`src/hw/rtl/nnscale_pkg.sv`:
```
// Package for the nearest-neighbor scaler address unit.
// Holds register indexes, reset values, field widths and the result type.
// No dependencies.
package nnscale_pkg;

  // Fixed field widths.
  localparam int unsigned STEP_W  = 24;
  localparam int unsigned SIZE_W  = 13;
  localparam int unsigned COORD_W = 12;
  localparam int unsigned ACC_W   = 40;
  localparam int unsigned FRAC_W  = 16;
  localparam int unsigned INT_W   = ACC_W - FRAC_W;
  localparam int unsigned CIDX_W  = 3;

  // Default largest image dimension.
  localparam int unsigned MAX_DIM_DEF = 4096;

  // Reset values of the configuration registers.
  localparam logic [STEP_W-1:0] STEP_ONE = 24'h01_0000;

  // Configuration register indexes.
  typedef enum logic [CIDX_W-1:0] {
    CFG_STEP_X        = 3'd0,
    CFG_STEP_Y        = 3'd1,
    CFG_TARGET_WIDTH  = 3'd2,
    CFG_TARGET_HEIGHT = 3'd3,
    CFG_SOURCE_WIDTH  = 3'd4,
    CFG_SOURCE_HEIGHT = 3'd5
  } cfg_idx_t;

  // One result transaction.
  typedef struct packed {
    logic [COORD_W-1:0] dest_col;
    logic [COORD_W-1:0] dest_row;
    logic [COORD_W-1:0] src_col;
    logic [COORD_W-1:0] src_row;
    logic               end_of_row;
    logic               end_of_frame;
  } result_t;

endpackage

```
`src/hw/rtl/nearest_neighbor_scale_mirror_addr_unit.sv`:
```
// Source-address generator for nearest-neighbor scaling with vertical mirroring.
// Depends on nnscale_pkg for widths, register indexes and the result type.
//
//   channel  direction  handshake              payload
//   in_      input      in_valid / in_ready    in_restart
//   out_     output     out_valid / out_ready  dest_col, dest_row, src_col, src_row,
//                                              end_of_row, end_of_frame
//   cfg_     input      cfg_valid / cfg_ready  cfg_index, cfg_data
//
// One transaction per clock while in_ready is high: each accepted item is computed
// from counter and accumulators, entering the output or skid register next cycle.
// The per-cycle path is the 40-bit accumulator add and the source clamp compares.
// A two-entry output stage (output register plus skid register) keeps in_ready
// high while one result waits, so a stall costs no throughput until both are full.
// Reset is synchronous and active low; it restores default steps and sizes.
module nearest_neighbor_scale_mirror_addr_unit
  import nnscale_pkg::*;
#(
  parameter int unsigned MAX_DIM = MAX_DIM_DEF
) (
  input  logic               clk,
  input  logic               rst_n,
  // Input channel.
  input  logic               in_valid,
  output logic               in_ready,
  input  logic               in_restart,
  // Result channel.
  output logic               out_valid,
  input  logic               out_ready,
  output logic [COORD_W-1:0] out_dest_col,
  output logic [COORD_W-1:0] out_dest_row,
  output logic [COORD_W-1:0] out_src_col,
  output logic [COORD_W-1:0] out_src_row,
  output logic               out_end_of_row,
  output logic               out_end_of_frame,
  // Configuration channel.
  input  logic               cfg_valid,
  output logic               cfg_ready,
  input  logic [CIDX_W-1:0]  cfg_index,
  input  logic [STEP_W-1:0]  cfg_data
);

  localparam int unsigned CNT_W  = $clog2(MAX_DIM);
  localparam int unsigned DIM_W  = $clog2(MAX_DIM + 1);
  localparam int unsigned SZ_W   = (DIM_W > SIZE_W) ? DIM_W : SIZE_W;
  localparam logic [SZ_W-1:0] MAX_SZ = SZ_W'(MAX_DIM);

  // Effective configuration: steps with zero taken as one, sizes minus one.
  logic [STEP_W-1:0] step_x_r, step_y_r;
  logic [CNT_W-1:0]  tw_m1_r, th_m1_r, sw_m1_r, sh_m1_r;

  // Frame position state.
  logic [CNT_W-1:0]  col_r, row_r;
  logic [ACC_W-1:0]  xacc_r, yacc_r;

  // Output stage.
  logic              out_valid_r, skid_valid_r;
  result_t           out_r, skid_r;

  logic              in_acc;
  logic [ACC_W-1:0]  half_x, half_y;
  logic [CNT_W-1:0]  col_cur, row_cur;
  logic [ACC_W-1:0]  xacc_cur, yacc_cur;
  logic [INT_W-1:0]  xi, yi;
  logic [INT_W-1:0]  sw_m1_ext, sh_m1_ext;
  logic [INT_W-1:0]  scol_full, srow_full;
  logic              eor, eof;
  result_t           res;
  logic [CNT_W-1:0]  col_nxt, row_nxt;
  logic [ACC_W-1:0]  xacc_nxt, yacc_nxt;
  logic              out_free;

  // Size register value to effective size minus one, clamped to one..MAX_DIM.
  function automatic logic [CNT_W-1:0] size_m1(input logic [SIZE_W-1:0] v);
    logic [SZ_W-1:0] vz;
    logic [SZ_W-1:0] eff;
    vz  = SZ_W'(v);
    eff = (vz == '0) ? SZ_W'(1) : ((vz > MAX_SZ) ? MAX_SZ : vz);
    return CNT_W'(eff - SZ_W'(1));
  endfunction

  // Step register value with zero taken as one.
  function automatic logic [STEP_W-1:0] step_eff(input logic [STEP_W-1:0] v);
    return (v == '0) ? STEP_W'(1) : v;
  endfunction

  assign cfg_ready = 1'b1;
  assign in_ready  = ~skid_valid_r;
  assign in_acc    = in_valid & in_ready;
  assign out_free  = ~out_valid_r | out_ready;

  // Configuration registers hold effective values ready for the datapath.
  always_ff @(posedge clk) begin
    if (!rst_n) begin
      step_x_r <= STEP_ONE;
      step_y_r <= STEP_ONE;
      tw_m1_r  <= '0;
      th_m1_r  <= '0;
      sw_m1_r  <= '0;
      sh_m1_r  <= '0;
    end else if (cfg_valid && cfg_ready) begin
      unique case (cfg_idx_t'(cfg_index))
        CFG_STEP_X:        step_x_r <= step_eff(cfg_data);
        CFG_STEP_Y:        step_y_r <= step_eff(cfg_data);
        CFG_TARGET_WIDTH:  tw_m1_r  <= size_m1(cfg_data[SIZE_W-1:0]);
        CFG_TARGET_HEIGHT: th_m1_r  <= size_m1(cfg_data[SIZE_W-1:0]);
        CFG_SOURCE_WIDTH:  sw_m1_r  <= size_m1(cfg_data[SIZE_W-1:0]);
        CFG_SOURCE_HEIGHT: sh_m1_r  <= size_m1(cfg_data[SIZE_W-1:0]);
        default: ;
      endcase
    end
  end

  // Starting point of the current pixel, with a restart folded in.
  always_comb begin
    half_x   = ACC_W'(step_x_r >> 1);
    half_y   = ACC_W'(step_y_r >> 1);
    col_cur  = in_restart ? '0 : col_r;
    row_cur  = in_restart ? '0 : row_r;
    xacc_cur = in_restart ? half_x : xacc_r;
    yacc_cur = in_restart ? half_y : yacc_r;
  end

  // Source address, clamp and mirror, end marks.
  always_comb begin
    xi        = xacc_cur[ACC_W-1:FRAC_W];
    yi        = yacc_cur[ACC_W-1:FRAC_W];
    sw_m1_ext = INT_W'(sw_m1_r);
    sh_m1_ext = INT_W'(sh_m1_r);
    scol_full = (xi >= sw_m1_ext) ? sw_m1_ext : xi;
    srow_full = (yi >= sh_m1_ext) ? '0 : (sh_m1_ext - yi);
    eor       = (col_cur >= tw_m1_r);
    eof       = eor && (row_cur >= th_m1_r);

    res.dest_col     = COORD_W'(col_cur);
    res.dest_row     = COORD_W'(row_cur);
    res.src_col      = scol_full[COORD_W-1:0];
    res.src_row      = srow_full[COORD_W-1:0];
    res.end_of_row   = eor;
    res.end_of_frame = eof;
  end

  // Advance to the next pixel; wrap the row and the frame.
  always_comb begin
    if (eof) begin
      col_nxt  = '0;
      row_nxt  = '0;
      xacc_nxt = half_x;
      yacc_nxt = half_y;
    end else if (eor) begin
      col_nxt  = '0;
      row_nxt  = row_cur + CNT_W'(1);
      xacc_nxt = half_x;
      yacc_nxt = yacc_cur + ACC_W'(step_y_r);
    end else begin
      col_nxt  = col_cur + CNT_W'(1);
      row_nxt  = row_cur;
      xacc_nxt = xacc_cur + ACC_W'(step_x_r);
      yacc_nxt = yacc_cur;
    end
  end

  // Position state.
  always_ff @(posedge clk) begin
    if (!rst_n) begin
      col_r  <= '0;
      row_r  <= '0;
      xacc_r <= ACC_W'(STEP_ONE >> 1);
      yacc_r <= ACC_W'(STEP_ONE >> 1);
    end else if (in_acc) begin
      col_r  <= col_nxt;
      row_r  <= row_nxt;
      xacc_r <= xacc_nxt;
      yacc_r <= yacc_nxt;
    end
  end

  // Output register and skid register control.
  always_ff @(posedge clk) begin
    if (!rst_n) begin
      out_valid_r  <= 1'b0;
      skid_valid_r <= 1'b0;
    end else if (out_free) begin
      out_valid_r  <= skid_valid_r | in_acc;
      skid_valid_r <= 1'b0;
    end else if (in_acc) begin
      skid_valid_r <= 1'b1;
    end
  end

  // Output and skid payload.
  always_ff @(posedge clk) begin
    if (out_free) begin
      if (skid_valid_r) begin
        out_r <= skid_r;
      end else if (in_acc) begin
        out_r <= res;
      end
    end else if (in_acc) begin
      skid_r <= res;
    end
  end

  assign out_valid        = out_valid_r;
  assign out_dest_col     = out_r.dest_col;
  assign out_dest_row     = out_r.dest_row;
  assign out_src_col      = out_r.src_col;
  assign out_src_row      = out_r.src_row;
  assign out_end_of_row   = out_r.end_of_row;
  assign out_end_of_frame = out_r.end_of_frame;

`ifndef NO_ASSERTIONS
  // The skid register only fills behind a waiting result.
  a_skid_behind_out: assert property (@(posedge clk) disable iff (!rst_n)
    skid_valid_r |-> out_valid_r)
    else $error("skid register holds a transaction with the output register empty");

  // An accepted transaction always shows up in the output stage next cycle.
  a_accept_visible: assert property (@(posedge clk) disable iff (!rst_n)
    in_acc |=> out_valid_r)
    else $error("accepted transaction missing from the output stage");

  // The end of a frame is also the end of a row.
  a_eof_is_eor: assert property (@(posedge clk) disable iff (!rst_n)
    out_valid_r |-> (!out_r.end_of_frame || out_r.end_of_row))
    else $error("end of frame without end of row");

  // After the last pixel of a frame the position wraps to zero.
  a_frame_wrap: assert property (@(posedge clk) disable iff (!rst_n)
    (in_acc && eof) |=> (col_r == '0 && row_r == '0))
    else $error("position did not wrap after end of frame");

  // Inside a row the column advances by one.
  a_col_step: assert property (@(posedge clk) disable iff (!rst_n)
    (in_acc && !eor) |=> (col_r == $past(col_cur) + CNT_W'(1)))
    else $error("column did not advance by one");
`endif

endmodule
```
`config.mk`:
```
export PLATFORM = sky130hd
export DESIGN_NAME = nearest_neighbor_scale_mirror_addr_unit
export DESIGN_NICKNAME = d
export VERILOG_FILES = /design/src/hw/rtl/nnscale_pkg.sv /design/src/hw/rtl/nearest_neighbor_scale_mirror_addr_unit.sv
export SDC_FILE = /design/constraint.sdc
export NUM_CORES = 1
export LEC_CHECK = 0
export BUFFER_PORTS_ARGS = -buffer_cell sky130_fd_sc_hd__buf_4
export CORE_UTILIZATION = 30
export DETAILED_ROUTE_END_ITERATION = 16
export GPL_ROUTABILITY_DRIVEN = 0
export GPL_TIMING_DRIVEN = 0
export PLACE_DENSITY = 0.47
export SLEW_MARGIN = 20
export SYNTH_ARGS = -nofsm -noshare
export SYNTH_HDL_FRONTEND = slang
export SYNTH_SLANG_ARGS = --single-unit
```
`constraint.sdc`:
```
create_clock -name clk -period 5.6 [get_ports clk]
set_input_delay 1.4 -clock clk [delete_from_list [all_inputs] [get_ports clk]]
set_output_delay 1.4 -clock clk [all_outputs]
set_load 0.05 [all_outputs]
```
### Word level (Yosys, flattened, before mapping)

Cells that the tools add are included.
Widths: inputs -> output; s select.

* eq/ne operators: 5
* magnitude comparators: 5
* muxes and demuxes: 19
* bitwise logic cells: 7
* reductions and logical operators: 14
* add/sub/neg operators: 6

Operators by type and width (count)
* $mux 40: 6
* $mux 12: 10
* $mux 50: 2
* $add 40x24->40: 2
* $ge 24x12->1: 2
* $add 12x1->12 const B: 2
* $ge 12x12->1: 2
* $logic_not 24->1: 1
* $mux 24: 1
* $reduce_and 2->1: 8
* $gt 13x13->1 const B: 1
* $logic_not 13->1: 1
* $sub 12x1->12 const B: 1
* $sub 12x12->12: 1
* $eq 3x2->1 const B: 2
* $eq 3x3->1 const B: 2
* $not 1->1: 4
* $eq 3x1->1 const B: 1
* $logic_not 3->1: 1
* $or 1x1->1: 2
* $reduce_bool 2->1: 1
* $reduce_or 2->1: 1
* $and 1x1->1: 1
* $logic_and 1x1->1: 1

* register bits after elaboration: 302
* output and inout port bits: 53
* logic and storage cells: 80

### Logic depth before layout (Yosys ltp)

* depth in word-level cells: 5
* gate-level depth with buffers: 18

### Worst setup path before layout

No wires, ideal clock.

* path type: in2reg
* start point: in in_restart
* end point: reg xacc_r[34]
* setup time: 0.062 ns
* stages: 17
* arrival time: 5.294 ns
* required time: 5.538 ns
* buffers on the path: 6
* setup slack: 0.244 ns
* cells stage by stage: clkbuf_1 clkbuf_1 buf_2 buf_1 buf_1 mux2_2 ha_1 buf_2 a21o_1 a211o_1 o22ai_1 or3_1 a21o_1 a21oi_2 nand2_1 or4_1 nand3_1

* word-level cells in the longest chain between the ends: 4

Ends and longest elaborated chain
* from (decl): RTL line nearest_neighbor_scale_mirror_addr_unit.sv:26 `input logic in_restart,`
* $mux 40 (tied with other cells): RTL line nearest_neighbor_scale_mirror_addr_unit.sv:120 `xacc_cur = in_restart ? half_x : xacc_r;`
* $add 40x24->40 (tied with other cells): RTL line nearest_neighbor_scale_mirror_addr_unit.sv:158 `xacc_nxt = xacc_cur + ACC_W'(step_x_r);`
* $mux 40 or $logic_and 1x1->1 (tied branches): RTL line nearest_neighbor_scale_mirror_addr_unit.sv:150, nearest_neighbor_scale_mirror_addr_unit.sv:133
* $mux 40 *: RTL line nearest_neighbor_scale_mirror_addr_unit.sv:145 `if (eof) begin`
* to (signal assigned): RTL line nearest_neighbor_scale_mirror_addr_unit.sv:168 `xacc_r <= ACC_W'(STEP_ONE >> 1);`
* to (signal assigned): RTL line nearest_neighbor_scale_mirror_addr_unit.sv:173 `xacc_r <= xacc_nxt;`
* to (decl): RTL line nearest_neighbor_scale_mirror_addr_unit.sv:54 `logic [ACC_W-1:0] xacc_r, yacc_r;`

Mark *: on every way between the ends. The rest lies on a longest branch, timed or not.
A chain may end at the register's enable or synchronous reset.

### Final worst setup path

* start point: in in_restart
* end point: reg yacc_r[22]

* word-level cells in the longest chain between the ends: 4

Ends and longest elaborated chain
* $mux 12: RTL line nearest_neighbor_scale_mirror_addr_unit.sv:119 `row_cur = in_restart ? '0 : row_r;`
* named net row_cur[9]: RTL line nearest_neighbor_scale_mirror_addr_unit.sv:62 `logic [CNT_W-1:0] col_cur, row_cur;`
* $ge 12x12->1: RTL line nearest_neighbor_scale_mirror_addr_unit.sv:133 `eof = eor && (row_cur >= th_m1_r);`
* $logic_and 1x1->1: RTL line nearest_neighbor_scale_mirror_addr_unit.sv:133
* $mux 40: RTL line nearest_neighbor_scale_mirror_addr_unit.sv:145
* to (signal assigned): RTL line nearest_neighbor_scale_mirror_addr_unit.sv:169 `yacc_r <= ACC_W'(STEP_ONE >> 1);`
* to (signal assigned): RTL line nearest_neighbor_scale_mirror_addr_unit.sv:174 `yacc_r <= yacc_nxt;`
* to (decl): RTL line nearest_neighbor_scale_mirror_addr_unit.sv:54

The timed path passes the listed nets, and every way through them passes these cells.

==> results_dict.tcl <==
set metrics [dict create \
    run_status "finished clean" \
    crit_family "buffers and inverters" \
    hold_end "yacc_r[14]" \
    grt_max_degree 51 \
    power.density_cell_area_mw_per_mm2 299 \
    total_power_uw 6120 \
    timing_worst_setup_path_type "input pin to flop" \
    synth_top_flop_cell "sky130_fd_sc_hd__dfxtp_1" \
    die-height_um 243 \
    clock-sinks 302 \
    grt_use_total_pct 20.2 \
    initial_antenna_violation_count 0 \
    grt_first_pass_wirelength_um 91200 \
    cts-root-buf "sky130_fd_sc_hd__clkbuf_16" \
    cts_tree "built" \
    netlist-cell-type-count 83 \
    synth.ff_latch_count 302 \
    synthesis.area_per_instance_um2 8.86 \
    synth-seq-area-share_pct 40.3 \
    critical_path_required_ns 6.01 \
    timing.critical_path.from "in_restart" \
    edff_count_synth 100 \
    std_cell_rows 88 \
    min_period_ns 5.36 \
    routed_wire_length_per_instance_um 21.0 \
    critical-path-slowest-cell "sky130_fd_sc_hd__buf_1" \
    r2r_cells 12 \
    drt_first_iter_violations 1044 \
    synth_area_mm2 0.0175 \
    ports_placed_on_the_boundary 86 \
    ys_warn_count 0 \
    viasPerCell 5.31 \
    area_growth_pct 17.0 \
    rr_startpoint "col_r[3]" \
    share_of_final_layout_standard_cells_stronger_than_drive_strength_1_pct 14.0 \
    worst_ir_drop_vdd_uv 239 \
    multi_input_comb_area_mm2 0.00959 \
    initial_standard_cell_utilization_of_the_core_pct 30.3 \
    routed_wirelength_um 60700 \
    worst-slew-pin-transition_ns 1.18 \
    post_synth_main_area_contributors "sky130_fd_sc_hd__dfxtp_1 23%, sky130_fd_sc_hd__edfxtp_1 17%, sky130_fd_sc_hd__ha_1 7.9%, sky130_fd_sc_hd__mux2_2 5.5%, sky130_fd_sc_hd__nand2_1 5.4%" \
    num_vias 15300 \
    detailed_place.area_mm2 0.0191 \
    finalHoldWorstSlack_ns 0.449 \
    worst_setup_path_start_kind "input pin" \
    critPathMaxFanout 13 \
    synth_top_area_cell "sky130_fd_sc_hd__dfxtp_1" \
    finished_layout_cell_area_mm2 0.0204 \
    async_reset_ff_share_pct 0 \
    grt_overflow_total 0 \
    core_area_mm2 0.0576 \
    drc_markers 0 \
    worst-path-stages 13 \
    cts_setup_buffers 0 \
    worstHoldStart "yacc_r[14]" \
    htree_levels 2 \
    post-route-util_pct 35.5 \
    cts_repair_resize_count 27 \
    worstPathCellList "buf_4 -> clkbuf_4 -> buf_1 -> nor2b_1 -> ha_1 -> a21o_1 -> a21oi_1 -> nand2_1 -> o221ai_1 -> buf_2 -> buf_1 -> mux2i_1 -> a21oi_1" \
    holdPathStages 1 \
    final_period_util_pct 95.7 \
    hold_path_class "flop to flop" \
    timing.fmax_mhz 187 \
    timing_max_transition_violations_final 0 \
    syn_inst 1971 \
    clk_transition_reported_paths_ns 0.06 \
    drt_first_pass_iters 5 \
    maxSlewHeadroom_pct 20.3 \
    critical_path_arrival_ns 5.77 \
    critical-path-max-stage-delay_ns 0.69 \
    worst-path-buf-inv 5 \
    rsz0062_at_grt "false" \
    detailedPlacementHpwl_um 45600 \
    p_leak_uw 0.00782 \
    rrSetupSlack_ns 1.78 \
    final-setup-viol-count 0 \
    synth.most_common_cell "sky130_fd_sc_hd__nand2_1" \
    clock-skew-final_ns 0.0259 \
    yosys.area.top_type_share_pct 23.2 \
    buffer_depth_of_the_longest_clock_path 3 \
    end_kind "flop" \
    layout.nets 2239 \
    area.sequential_mm2 0.00705 \
    finalHoldViolations 0 \
    detail-route-antenna-nets 0 \
    die_width_um 243 \
    worst_r2r_endpoint "yacc_r[18]" \
    clk-insertion-delay-late_ns 0.56 \
    grt_pass1_vias 14600 \
    design.die.area_mm2 0.0592 \
    synth_top_cells_by_count "249 x sky130_fd_sc_hd__nand2_1, 202 x sky130_fd_sc_hd__dfxtp_1, 168 x sky130_fd_sc_hd__a21oi_1, 137 x sky130_fd_sc_hd__o21ai_0, 125 x sky130_fd_sc_hd__nor2_1" \
    maxCapViolCount 0 \
    synth_nets 2117 \
    port_buffers 81 \
    num-fill-cells 5913 \
    cts-buffers-inserted 38 \
    post_cts_hold_buffer_count 0 \
]
## final cells by class
cell class                 instances  area share, %
inverter                          90           1.65
clock buffer                      48           5.23
antenna                            1         0.0122
sequential                       302           34.5
buffer                           114           2.82
clock inverter                    21           1.02
multi-input combinational       1464           46.9
tap                              765           4.68
timing repair buffer              83           3.21
## state kept, by name, indices dropped and copies added, names as in the netlist, 12 cells and up
register      cells
sh_m1_r          12
th_m1_r          12
out_dest_col     12
row_r            12
out_src_row      12
out_dest_row     12
skid_r           50
tw_m1_r          12
yacc_r           40
step_x_r         24
out_src_col      12
xacc_r           40
step_y_r         24
col_r            12
sw_m1_r          12
## placed cells by master, fill, tap and decap left out, types with 6 or more instances in the layout
master and count:
sky130_fd_sc_hd__nand2_1 249, sky130_fd_sc_hd__dfxtp_1 202, sky130_fd_sc_hd__a21oi_1 168, sky130_fd_sc_hd__o21ai_0 135, sky130_fd_sc_hd__nor2_1 121, sky130_fd_sc_hd__ha_1 110
sky130_fd_sc_hd__edfxtp_1 100, sky130_fd_sc_hd__inv_1 89, sky130_fd_sc_hd__mux2_2 86, sky130_fd_sc_hd__buf_4 84, sky130_fd_sc_hd__clkbuf_1 76, sky130_fd_sc_hd__nand3_1 46
sky130_fd_sc_hd__nor2b_1 44, sky130_fd_sc_hd__clkbuf_16 39, sky130_fd_sc_hd__a31oi_1 37, sky130_fd_sc_hd__a211oi_1 37, sky130_fd_sc_hd__xnor2_1 36, sky130_fd_sc_hd__a21o_1 35
sky130_fd_sc_hd__nor3_1 26, sky130_fd_sc_hd__mux2i_1 25, sky130_fd_sc_hd__nand4_1 24, sky130_fd_sc_hd__nand2b_1 22, sky130_fd_sc_hd__o211ai_1 19, sky130_fd_sc_hd__o21ai_1 19
sky130_fd_sc_hd__and3_1 18, sky130_fd_sc_hd__xor2_1 18, sky130_fd_sc_hd__o31ai_1 16, sky130_fd_sc_hd__or3_1 12, sky130_fd_sc_hd__buf_2 12, sky130_fd_sc_hd__nor4_1 12
sky130_fd_sc_hd__o21a_1 11, sky130_fd_sc_hd__clkbuf_8 9, sky130_fd_sc_hd__buf_1 9, sky130_fd_sc_hd__o21bai_1 9, sky130_fd_sc_hd__o221ai_1 8, sky130_fd_sc_hd__and2_1 8
sky130_fd_sc_hd__a31o_2 8, sky130_fd_sc_hd__or4_1 7, sky130_fd_sc_hd__a41oi_1 6, sky130_fd_sc_hd__inv_6 6
## worst max path at each step
stage | end
floorplan | xacc_r[34]
global placement | out_end_of_frame
detailed placement | out_end_of_frame
CTS | out_end_of_frame
global route | xacc_r[34]
finish | yacc_r[22]
## where the power goes
part	switching [uW]	internal (uW)	leakage (uW)
clock network	1040	1500	0.000630
registers	50.8	2380	0.00257
logic	778	358	0.00462
total	1870	4250	0.00782
## logic make-up after synthesis
| family | count (synthesis) | share of synthesized area, % |
|---|---|---|
| simple gates | 618 | 16.7 |
| fa+ha+maj | 113 | 8.22 |
| compound gates | 566 | 20.0 |
| buf+inv | 205 | 4.99 |
| mux | 112 | 7.03 |
| other cells | 1 | 0.0215 |
| flops | 302 | 40.3 |
| xor+xnor | 54 | 2.71 |
## routing by layer
| metal | part of all wire [%] | vias up | GRT usage (%) | wire length, um |
|---|---|---|---|---|
| li1 | - | 7398 | - | - |
| met1 | 46 | 7456 | 27.6 | 28000 |
| met2 | 46 | 417 | 32.5 | 27700 |
| met3 | 6.3 | 64 | 3.70 | 3840 |
| met4 | 1.9 | 0 | 5.20 | 1170 |
| met5 | 0 | - | 0 | 0 |
## stage by stage
| step | instances | setup WS [ns] | TNS [ns] |
|---|---|---|---|
| 4_1_cts | 2887 | 0.00311 | 0 |
| 6_report | 2888 | 0.238 | 0 |
| 3_3_place_gp | 2817 | -2.55 | -339.06 |
| 5_1_grt | 2887 | 0.0486 | 0 |
| 3_5_place_dp | 2819 | -2.60 | -279.08 |
| 2_1_floorplan | 1971 | 0.244 | 0 |
## worst register-to-register path: cells and delay by family, from the launching register on
family / cells / cell delay [ns]
AOI/OAI and AO/OA: 4 / 0.74
adders and majority gates: 1 / 0.25
buffers and inverters: 3 / 1.37
DFF: 1 / 0.43
and+or+nand+nor: 4 / 0.95
Note: power is estimated with default switching activity, not from simulation.
